`src/sv/sll_pkg.sv`:
```
// Shared types and constants for the singly linked list engine.
// No dependencies; every other file imports this package.
`default_nettype none

package sll_pkg;

   localparam int DEFAULT_LIST_DEPTH = 32;
   localparam int MAX_RESULTS        = 32;
   localparam int BEAT_W             = $clog2(MAX_RESULTS);

   typedef enum logic [2:0] {
      ACT_FRONT     = 3'd0,
      ACT_AFTER     = 3'd1,
      ACT_APPEND    = 3'd2,
      ACT_DEL_VALUE = 3'd3,
      ACT_DEL_NTH   = 3'd4,
      ACT_DUMP      = 3'd5
   } action_type;

   typedef enum logic [1:0] {
      ST_OK        = 2'd0,
      ST_NOT_FOUND = 2'd1,
      ST_FULL      = 2'd2,
      ST_BAD_POS   = 2'd3
   } status_type;

   typedef enum logic [3:0] {
      S_INIT,
      S_IDLE,
      S_FIND,
      S_TAIL,
      S_NTH,
      S_POP,
      S_LINK,
      S_UNLINK,
      S_FREE,
      S_DUMP,
      S_RESP
   } state_type;

   typedef struct packed {
      logic val_we;
      logic link_we;
   } mem_we_type;

   typedef struct packed {
      status_type  status;
      logic [5:0]  length;
      logic        item_valid;
      logic [31:0] item;
      logic        last;
   } rsp_beat_type;

endpackage

`default_nettype wire

```
`src/sv/sll_store.sv`:
```
// Node store: value memory and link memory, one read and one write port each.
// Read data is registered. Depends on sll_pkg.
`default_nettype none

module sll_store
   import sll_pkg::*;
#(
   parameter int LIST_DEPTH = DEFAULT_LIST_DEPTH,
   localparam int ADDR_W = $clog2(LIST_DEPTH),
   localparam int IDX_W  = $clog2(LIST_DEPTH + 1)
)(
   input  wire logic              clock,
   input  wire logic [ADDR_W-1:0] rd_addr,
   output logic      [31:0]       rd_value,
   output logic      [IDX_W-1:0]  rd_link,
   input  wire mem_we_type        wr_en,
   input  wire logic [ADDR_W-1:0] wr_addr,
   input  wire logic [31:0]       wr_value,
   input  wire logic [IDX_W-1:0]  wr_link
);

   logic [31:0]      value_mem_ff [LIST_DEPTH];
   logic [IDX_W-1:0] link_mem_ff  [LIST_DEPTH];
   logic [31:0]      rd_value_ff;
   logic [IDX_W-1:0] rd_link_ff;

   always_ff @(posedge clock) begin
      if (wr_en.val_we) begin
         value_mem_ff[wr_addr] <= wr_value;
      end
      rd_value_ff <= value_mem_ff[rd_addr];
   end

   always_ff @(posedge clock) begin
      if (wr_en.link_we) begin
         link_mem_ff[wr_addr] <= wr_link;
      end
      rd_link_ff <= link_mem_ff[rd_addr];
   end

   assign rd_value = rd_value_ff;
   assign rd_link  = rd_link_ff;

endmodule

`default_nettype wire

```
`src/sv/sll_ctrl.sv`:
```
// List sequencer: walks the node store one node a cycle, dumps only on beat_ok;
// commits head, free chain and count. Depends on sll_pkg and drives sll_store.
`default_nettype none

module sll_ctrl
   import sll_pkg::*;
#(
   parameter int LIST_DEPTH = DEFAULT_LIST_DEPTH,
   localparam int ADDR_W = $clog2(LIST_DEPTH),
   localparam int IDX_W  = $clog2(LIST_DEPTH + 1)
)(
   input  wire logic              clock,
   input  wire logic              reset,
   input  wire logic              req_valid,
   output logic                   req_stall,
   input  wire logic [2:0]        req_action,
   input  wire logic [31:0]       req_value,
   input  wire logic [31:0]       req_key,
   input  wire logic [5:0]        req_position,
   output rsp_beat_type           beat,
   output logic                   beat_load,
   input  wire logic              beat_ok,
   output logic      [ADDR_W-1:0] rd_addr,
   input  wire logic [31:0]       rd_value,
   input  wire logic [IDX_W-1:0]  rd_link,
   output mem_we_type             wr_en,
   output logic      [ADDR_W-1:0] wr_addr,
   output logic      [31:0]       wr_value,
   output logic      [IDX_W-1:0]  wr_link
);

   localparam logic [IDX_W-1:0] NULL_IDX = IDX_W'(LIST_DEPTH);

   state_type          state_ff,  state_in;
   logic [IDX_W-1:0]   head_ff,   head_in;
   logic [IDX_W-1:0]   free_ff,   free_in;
   logic [IDX_W-1:0]   count_ff,  count_in;
   logic [IDX_W-1:0]   cur_ff,    cur_in;
   logic [IDX_W-1:0]   prev_ff,   prev_in;
   logic [IDX_W-1:0]   nxt_ff,    nxt_in;
   logic [IDX_W-1:0]   new_ff,    new_in;
   logic [IDX_W-1:0]   steps_ff,  steps_in;
   logic [IDX_W-1:0]   target_ff, target_in;
   logic [BEAT_W-1:0]  beat_cnt_ff, beat_cnt_in;
   logic [ADDR_W-1:0]  init_ff,   init_in;
   action_type         act_ff,    act_in;
   logic [31:0]        val_ff,    val_in;
   logic [31:0]        match_ff,  match_in;
   status_type         status_ff, status_in;
   action_type         req_act;
   logic               dump_last;

   assign req_act = action_type'(req_action);

   always_ff @(posedge clock) begin
      if (reset) begin
         state_ff <= S_INIT;
         head_ff  <= NULL_IDX;
         free_ff  <= '0;
         count_ff <= '0;
         init_ff  <= '0;
      end else begin
         state_ff <= state_in;
         head_ff  <= head_in;
         free_ff  <= free_in;
         count_ff <= count_in;
         init_ff  <= init_in;
      end
   end

   always_ff @(posedge clock) begin
      cur_ff      <= cur_in;
      prev_ff     <= prev_in;
      nxt_ff      <= nxt_in;
      new_ff      <= new_in;
      steps_ff    <= steps_in;
      target_ff   <= target_in;
      beat_cnt_ff <= beat_cnt_in;
      act_ff      <= act_in;
      val_ff      <= val_in;
      match_ff    <= match_in;
      status_ff   <= status_in;
   end

   assign dump_last = (rd_link >= NULL_IDX) || (beat_cnt_ff == BEAT_W'(MAX_RESULTS - 1));

   always_comb begin
      state_in    = state_ff;
      head_in     = head_ff;
      free_in     = free_ff;
      count_in    = count_ff;
      init_in     = init_ff;
      cur_in      = cur_ff;
      prev_in     = prev_ff;
      nxt_in      = nxt_ff;
      new_in      = new_ff;
      steps_in    = steps_ff;
      target_in   = target_ff;
      beat_cnt_in = beat_cnt_ff;
      act_in      = act_ff;
      val_in      = val_ff;
      match_in    = match_ff;
      status_in   = status_ff;

      req_stall   = 1'b1;
      rd_addr     = cur_ff[ADDR_W-1:0];
      wr_en       = '0;
      wr_addr     = cur_ff[ADDR_W-1:0];
      wr_value    = val_ff;
      wr_link     = NULL_IDX;

      beat_load       = 1'b0;
      beat.status     = status_ff;
      beat.length     = 6'(count_ff);
      beat.item_valid = 1'b0;
      beat.item       = '0;
      beat.last       = 1'b1;

      case (state_ff)
         S_INIT: begin
            // chain every node into the free list
            wr_en.link_we = 1'b1;
            wr_addr       = init_ff;
            wr_link       = IDX_W'(init_ff) + IDX_W'(1);
            if (init_ff == ADDR_W'(LIST_DEPTH - 1)) begin
               state_in = S_IDLE;
            end else begin
               init_in = init_ff + ADDR_W'(1);
            end
         end

         S_IDLE: begin
            req_stall = 1'b0;
            rd_addr   = head_ff[ADDR_W-1:0];
            if (req_valid) begin
               act_in      = req_act;
               val_in      = req_value;
               match_in    = (req_act == ACT_AFTER) ? req_key : req_value;
               status_in   = ST_OK;
               cur_in      = head_ff;
               prev_in     = NULL_IDX;
               steps_in    = '0;
               beat_cnt_in = '0;
               target_in   = IDX_W'(8'(count_ff) - 8'(req_position));
               case (req_act)
                  ACT_FRONT: begin
                     if (free_ff >= NULL_IDX) begin
                        status_in = ST_FULL;
                        state_in  = S_RESP;
                     end else begin
                        rd_addr  = free_ff[ADDR_W-1:0];
                        state_in = S_POP;
                     end
                  end
                  ACT_AFTER, ACT_DEL_VALUE: begin
                     state_in = S_FIND;
                  end
                  ACT_APPEND: begin
                     if (free_ff >= NULL_IDX) begin
                        status_in = ST_FULL;
                        state_in  = S_RESP;
                     end else if (head_ff >= NULL_IDX) begin
                        rd_addr  = free_ff[ADDR_W-1:0];
                        state_in = S_POP;
                     end else begin
                        state_in = S_TAIL;
                     end
                  end
                  ACT_DEL_NTH: begin
                     if (req_position == 6'd0 || 8'(req_position) > 8'(count_ff)) begin
                        status_in = ST_BAD_POS;
                        state_in  = S_RESP;
                     end else begin
                        state_in = S_NTH;
                     end
                  end
                  ACT_DUMP: begin
                     state_in = (head_ff >= NULL_IDX) ? S_RESP : S_DUMP;
                  end
                  default: begin
                     state_in = S_RESP;
                  end
               endcase
            end
         end

         S_FIND: begin
            if (cur_ff >= NULL_IDX) begin
               status_in = ST_NOT_FOUND;
               state_in  = S_RESP;
            end else if (rd_value == match_ff) begin
               nxt_in = rd_link;
               if (act_ff == ACT_AFTER) begin
                  if (free_ff >= NULL_IDX) begin
                     status_in = ST_FULL;
                     state_in  = S_RESP;
                  end else begin
                     rd_addr  = free_ff[ADDR_W-1:0];
                     state_in = S_POP;
                  end
               end else if (prev_ff >= NULL_IDX) begin
                  head_in  = rd_link;
                  state_in = S_FREE;
               end else begin
                  state_in = S_UNLINK;
               end
            end else begin
               prev_in = cur_ff;
               cur_in  = rd_link;
               rd_addr = rd_link[ADDR_W-1:0];
            end
         end

         S_TAIL: begin
            if (rd_link >= NULL_IDX) begin
               rd_addr  = free_ff[ADDR_W-1:0];
               state_in = S_POP;
            end else begin
               cur_in  = rd_link;
               rd_addr = rd_link[ADDR_W-1:0];
            end
         end

         S_NTH: begin
            if (steps_ff == target_ff) begin
               nxt_in = rd_link;
               if (prev_ff >= NULL_IDX) begin
                  head_in  = rd_link;
                  state_in = S_FREE;
               end else begin
                  state_in = S_UNLINK;
               end
            end else begin
               prev_in  = cur_ff;
               cur_in   = rd_link;
               rd_addr  = rd_link[ADDR_W-1:0];
               steps_in = steps_ff + IDX_W'(1);
            end
         end

         S_POP: begin
            // rd_link holds the successor of the free head
            wr_en.val_we  = 1'b1;
            wr_en.link_we = 1'b1;
            wr_addr       = free_ff[ADDR_W-1:0];
            new_in        = free_ff;
            free_in       = rd_link;
            count_in      = count_ff + IDX_W'(1);
            case (act_ff)
               ACT_FRONT: begin
                  wr_link  = head_ff;
                  head_in  = free_ff;
                  state_in = S_RESP;
               end
               ACT_AFTER: begin
                  wr_link  = nxt_ff;
                  state_in = S_LINK;
               end
               default: begin
                  wr_link = NULL_IDX;
                  if (cur_ff >= NULL_IDX) begin
                     head_in  = free_ff;
                     state_in = S_RESP;
                  end else begin
                     state_in = S_LINK;
                  end
               end
            endcase
         end

         S_LINK: begin
            wr_en.link_we = 1'b1;
            wr_addr       = cur_ff[ADDR_W-1:0];
            wr_link       = new_ff;
            state_in      = S_RESP;
         end

         S_UNLINK: begin
            wr_en.link_we = 1'b1;
            wr_addr       = prev_ff[ADDR_W-1:0];
            wr_link       = nxt_ff;
            state_in      = S_FREE;
         end

         S_FREE: begin
            // push the removed node onto the free chain
            wr_en.link_we = 1'b1;
            wr_addr       = cur_ff[ADDR_W-1:0];
            wr_link       = free_ff;
            free_in       = cur_ff;
            if (count_ff != '0) begin
               count_in = count_ff - IDX_W'(1);
            end
            state_in = S_RESP;
         end

         S_DUMP: begin
            beat.status     = ST_OK;
            beat.item_valid = 1'b1;
            beat.item       = rd_value;
            beat.last       = dump_last;
            if (beat_ok) begin
               beat_load = 1'b1;
               if (dump_last) begin
                  state_in = S_IDLE;
               end else begin
                  cur_in      = rd_link;
                  rd_addr     = rd_link[ADDR_W-1:0];
                  beat_cnt_in = beat_cnt_ff + BEAT_W'(1);
               end
            end
         end

         S_RESP: begin
            if (beat_ok) begin
               beat_load = 1'b1;
               state_in  = S_IDLE;
            end
         end

         default: begin
            state_in = S_IDLE;
         end
      endcase
   end

endmodule

`default_nettype wire

```
`src/sv/singly_linked_list_engine.sv`:
```
// Singly linked list engine over a pool of LIST_DEPTH nodes; uses sll_pkg, sll_ctrl, sll_store.
// One item at a time: req_stall stays high from an accepted request until its last result
// beat is loaded. Walks go one node per cycle through the link memory read port; dump beats
// leave one per cycle while rsp_stall is low.
// Reset (synchronous): chains the free pool with req_stall held high.
`default_nettype none

module singly_linked_list_engine
   import sll_pkg::*;
#(
   parameter int LIST_DEPTH = DEFAULT_LIST_DEPTH
)(
   input  wire logic        clock,
   input  wire logic        reset,
   input  wire logic        req_valid,
   output logic             req_stall,
   input  wire logic [2:0]  req_action,
   input  wire logic signed [31:0] req_value,
   input  wire logic signed [31:0] req_key,
   input  wire logic [5:0]  req_position,
   output logic             rsp_valid,
   input  wire logic        rsp_stall,
   output logic [1:0]       rsp_status,
   output logic [5:0]       rsp_length,
   output logic             rsp_item_valid,
   output logic signed [31:0] rsp_item,
   output logic             rsp_last
);

   localparam int ADDR_W = $clog2(LIST_DEPTH);
   localparam int IDX_W  = $clog2(LIST_DEPTH + 1);

   // store port between sequencer and node memories
   logic [ADDR_W-1:0] rd_addr;
   logic [31:0]       rd_value;
   logic [IDX_W-1:0]  rd_link;
   mem_we_type        wr_en;
   logic [ADDR_W-1:0] wr_addr;
   logic [31:0]       wr_value;
   logic [IDX_W-1:0]  wr_link;

   // result beat from the sequencer into the output register
   rsp_beat_type beat;
   logic         beat_load;
   logic         beat_ok;

   logic         rsp_valid_ff, rsp_valid_in;
   rsp_beat_type rsp_beat_ff;

   sll_ctrl #(
      .LIST_DEPTH (LIST_DEPTH)
   ) u_ctrl (
      .clock        (clock),
      .reset        (reset),
      .req_valid    (req_valid),
      .req_stall    (req_stall),
      .req_action   (req_action),
      .req_value    (req_value),
      .req_key      (req_key),
      .req_position (req_position),
      .beat         (beat),
      .beat_load    (beat_load),
      .beat_ok      (beat_ok),
      .rd_addr      (rd_addr),
      .rd_value     (rd_value),
      .rd_link      (rd_link),
      .wr_en        (wr_en),
      .wr_addr      (wr_addr),
      .wr_value     (wr_value),
      .wr_link      (wr_link)
   );

   // All writes of one item finish before the next item issues a read, so the
   // store needs no forwarding: the sequencer interlocks by state order.
   sll_store #(
      .LIST_DEPTH (LIST_DEPTH)
   ) u_store (
      .clock    (clock),
      .rd_addr  (rd_addr),
      .rd_value (rd_value),
      .rd_link  (rd_link),
      .wr_en    (wr_en),
      .wr_addr  (wr_addr),
      .wr_value (wr_value),
      .wr_link  (wr_link)
   );

   // Output register: take a new beat when empty or when the held beat leaves.
   assign beat_ok = !rsp_valid_ff || !rsp_stall;

   always_comb begin
      rsp_valid_in = rsp_valid_ff;
      if (beat_load) begin
         rsp_valid_in = 1'b1;
      end else if (!rsp_stall) begin
         rsp_valid_in = 1'b0;
      end
   end

   always_ff @(posedge clock) begin
      if (reset) begin
         rsp_valid_ff <= 1'b0;
      end else begin
         rsp_valid_ff <= rsp_valid_in;
      end
   end

   // hold the payload while stalled
   always_ff @(posedge clock) begin
      if (beat_load) begin
         rsp_beat_ff <= beat;
      end
   end

   assign rsp_valid      = rsp_valid_ff;
   assign rsp_status     = rsp_beat_ff.status;
   assign rsp_length     = rsp_beat_ff.length;
   assign rsp_item_valid = rsp_beat_ff.item_valid;
   assign rsp_item       = rsp_beat_ff.item;
   assign rsp_last       = rsp_beat_ff.last;

endmodule

`default_nettype wire

```
`config.mk`:
```
export PLATFORM = sky130hd
export DESIGN_NAME = singly_linked_list_engine
export DESIGN_NICKNAME = d
export VERILOG_FILES = /design/src/sv/sll_pkg.sv /design/src/sv/sll_store.sv /design/src/sv/sll_ctrl.sv /design/src/sv/singly_linked_list_engine.sv
export SDC_FILE = /design/constraint.sdc
export NUM_CORES = 2
export LEC_CHECK = 0
export BUFFER_PORTS_ARGS = -buffer_cell sky130_fd_sc_hd__buf_2
export CAP_MARGIN = 20
export CORE_ASPECT_RATIO = 1.2
export CORE_MARGIN = 4
export CORE_UTILIZATION = 60
export CTS_CLUSTER_DIAMETER = 40
export DETAILED_ROUTE_END_ITERATION = 10
export GPL_ROUTABILITY_DRIVEN = 1
export PLACE_DENSITY = 0.77
export SLEW_MARGIN = 20
export SYNTH_ARGS = -nofsm -noshare
export SYNTH_HDL_FRONTEND = slang
export SYNTH_SLANG_ARGS = --single-unit
```
`constraint.sdc`:
```
create_clock -name clock -period 5.36 [get_ports clock]
set_clock_uncertainty 0.1 [all_clocks]
set_input_delay 1.608 -clock clock [delete_from_list [all_inputs] [get_ports clock]]
set_output_delay 1.608 -clock clock [all_outputs]
set_load 0.05 [all_outputs]
```
==> results_dict.tcl <==
set metrics [dict create \
    design_area_um2 68200 \
    clock_path_buffers 3 \
    post-cts-setup-buffers 0 \
    drtIter0Drc 4431 \
    core_um2 95700 \
    netlist.area_leader.share_pct 70.7 \
    row_count 124 \
    drive_gt1_share_pct 19.5 \
    cts_hold_buf 0 \
    combPwrFrac_pct 36.9 \
    swShare_pct 35.5 \
    ys_ff_latch 1434 \
    tightest_slew_ns 1.14 \
    track_usage_pct 29.3 \
    cap_viol_max_count 0 \
    detail-route-antenna-nets 0 \
    r2r_end "u_store.rd_value[19]$_DFF_P_" \
    dieArea_um2 102000 \
    period_share_pct 90.0 \
    postSynth.asyncResetShare_pct 0 \
    dieWidth_um 292 \
    maxSlewHeadroom_pct 24.1 \
    grt_overflow_total 0 \
    place_hpwl_mm 91.3 \
    ys_top_cells_by_area "edfxtp_1 (71%), mux2i_1 (5.3%), dfxtp_1 (2.3%), nand2_1 (2.1%), nor2_1 (1.4%)" \
    start_util_pct 60.7 \
    syn_inst 3844 \
    vias_per_cell 6.49 \
    cts_root_buf "clkbuf_16" \
    syn_nets 3938 \
    worstSetupPathType "reg -> reg" \
    power_density_nw_per_um2 577 \
    final.setup.worst_slack_ns 0.535 \
    cts_resized 0 \
    grt_pass1_wl_mm 225 \
    cts.clk_slew.worst_paths_ns 0.07 \
    route.detailed.drc 0 \
    r2r_cells 15 \
    p_int_mw 25.4 \
    synth_area_um2 58100 \
    cp.arrival_ns 5.36 \
    synth.distinct_cells 77 \
    status "complete, no violations" \
    first_global_vias 36300 \
    rsz0062_at_grt "false" \
    synth_edf_count 1368 \
    setup_viol 0 \
    endpoint "u_store.rd_value[19]$_DFF_P_" \
    wl_per_cell_um 27.0 \
    p_leak_nw 24.4 \
    end_kind "register" \
    post_dp_cell_area_um2 62800 \
    antenna_found_initial 0 \
    cp-start-kind "register" \
    cts_max_level 4 \
    reg2reg_slack_ns 0.54 \
    cp.required_ns 5.90 \
    ys_warn_count 0 \
    layout.cells.most_common "edfxtp_1" \
    clock_latency_ns 0.78 \
    ir_drop_uv 391 \
    grt_max_degree 74 \
    crit_path_max_fanout 11 \
    hold_violations 0 \
    vias 36300 \
    min_period_ns 4.82 \
    synth.avg_cell_area_um2 15.1 \
    multi_input_area_um2 14600 \
    place.gp.congestion 0.918 \
    ys.flop_type "edfxtp_1" \
    seq_power_share_pct 35.5 \
    ys_seq_area_share_pct 73.0 \
    die_y_um 349 \
    fill_cells 5695 \
    seq_area_um2 42400 \
    fin_util_pct 71.3 \
    top_level_ports 121 \
    max_freq_ghz 0.207 \
    yosys.area.top_type "edfxtp_1" \
    firstDrtPassIters 8 \
    layout_common_cells "edfxtp_1 (1,368), nand2_1 (323), mux2i_1 (308)" \
    nNetsFinal 4296 \
    post-place-ws_ns 0.279 \
    crit_path_start "u_ctrl.match_ff[31]$_DFFE_PP_" \
    holdCritPathClass "reg -> reg" \
    clock-sinks 1434 \
    io_buffers 120 \
    p_sw_mw 14.0 \
    r2r_start "u_ctrl.match_ff[31]$_DFFE_PP_" \
    cts_tree "built" \
    routed_wirelength_mm 151 \
    syn_to_final_growth_pct 17.4 \
    setup_tns_ns 0 \
    p_clk_share_pct 27.6 \
    cts_made_buffers 154 \
    antenna_cells 0 \
    timing.final.max_slew_violations 0 \
]
## synth_stat cells (all sizes together), types with 3 or more instances
cell type,n
ha,15
o211ai,41
a31oi,6
o221ai,35
a21boi,40
inv,98
a221oi,74
a2111oi,71
nor3,14
nor2,214
a222oi,8
o21bai,72
a21oi,91
a32oi,5
buf,106
mux2,45
and2,44
a21o,4
mux2i,308
xnor2,43
nor4b,3
xor2,16
nand3,90
a22oi,52
and3,43
clkbuf,148
a311oi,38
nor2b,10
or3,73
a211oi,79
o22ai,43
nor4,46
a32o,4
o21ai,55
nand4,12
nand2b,7
nand2,327
o31ai,3
or2,4
dfxtp,66
edfxtp,1368
## worst min path at each step
stage	start	endpoint	slack (ns)	depth (start not counted)
floorplan	u_ctrl.free_ff[5]$_SDFFE_PP0P_	u_ctrl.new_ff[5]$_DFFE_PP_	0.31	0
global placement	u_ctrl.count_ff[0]$_SDFFE_PP0P_	rsp_length[0]$_DFFE_PP_	0.38	0
detailed placement	u_ctrl.count_ff[0]$_SDFFE_PP0P_	rsp_length[0]$_DFFE_PP_	0.37	0
CTS	u_ctrl.count_ff[0]$_SDFFE_PP0P_	rsp_length[0]$_DFFE_PP_	0.40	0
global route	u_ctrl.count_ff[0]$_SDFFE_PP0P_	rsp_length[0]$_DFFE_PP_	0.42	0
finish	u_ctrl.count_ff[0]$_SDFFE_PP0P_	rsp_length[0]$_DFFE_PP_	0.40	0
## routing by layer
layer  GRT usage [%]  part of all wire (%)  wire, um  up-vias
met3            4.81                   7.9     11900      441
met5               0                     0         0        -
met2            50.3                    51     77000     2106
met4            14.4                   5.5      8240        0
met1            36.5                    36     53800    18000
li1                -                     -         -    15700
## worst max-delay path: stages (launching register included)
cell	delay, ns
edfxtp_1	0.45
xnor2_1	0.61
nand4_1	0.16
nor4_1	0.40
buf_4	0.24
and2_1	0.24
o21ai_1	0.08
buf_4	0.17
a211o_2	0.50
nor4_2	0.59
buf_12	0.23
buf_4	0.23
a311oi_1	0.12
buf_4	0.17
o211ai_1	0.22
nor4_1	0.13
## through the flow
step | instances | hold WS [ns] | power (mW)
floorplan | 3844 | 0.306 | 21.8
global placement | 5294 | 0.383 | 28.0
detailed placement | 5295 | 0.372 | 28.3
CTS | 5576 | 0.402 | 39.2
global route | 5587 | 0.423 | 40.8
finish | 5587 | 0.397 | 39.4
## kinds of logic (layout without fill, tap and decap cells)
kind of cell	after synthesis	in the layout	synth area share, %
XOR/XNOR	59	59	0.889
AND/OR/NAND/NOR	896	896	7.30
AO/OA/AOI/OAI	733	733	9.68
multiplexers	353	353	6.18
adder cells (fa/ha/maj)	17	17	0.392
flip-flops	1434	1434	73.0
buffers and inverters	352	835	2.59
## layout make-up
cell class | count | share of cell area [%]
Multi-Input combinational cell | 2058 | 21.3
Tap cell | 1260 | 2.31
Inverter | 98 | 0.541
Sequential cell | 1434 | 62.2
Clock buffer | 179 | 5.83
Clock inverter | 102 | 1.89
Timing Repair Buffer | 456 | 5.92
## registers in the layout, summed over array words and instances (netlist names), 32 cells and up
name	count
u_ctrl.match_ff	32
u_store.link_mem_ff	192
rsp_item	32
u_ctrl.wr_value	32
u_store.rd_value	32
u_store.value_mem_ff	1024
## power groups by stage
stage | logic [mW] | registers [mW] | clock network (mW)
after floorplan | 7.86 | 13.9 | 0
after global placement | 13.8 | 14.2 | 0
after detailed placement | 14.1 | 14.2 | 0
after CTS | 14.3 | 14.0 | 10.9
after global routing | 15.3 | 14.0 | 11.5
final | 14.5 | 14.0 | 10.9
No activity file was read; power rests on OpenSTA's default activity.
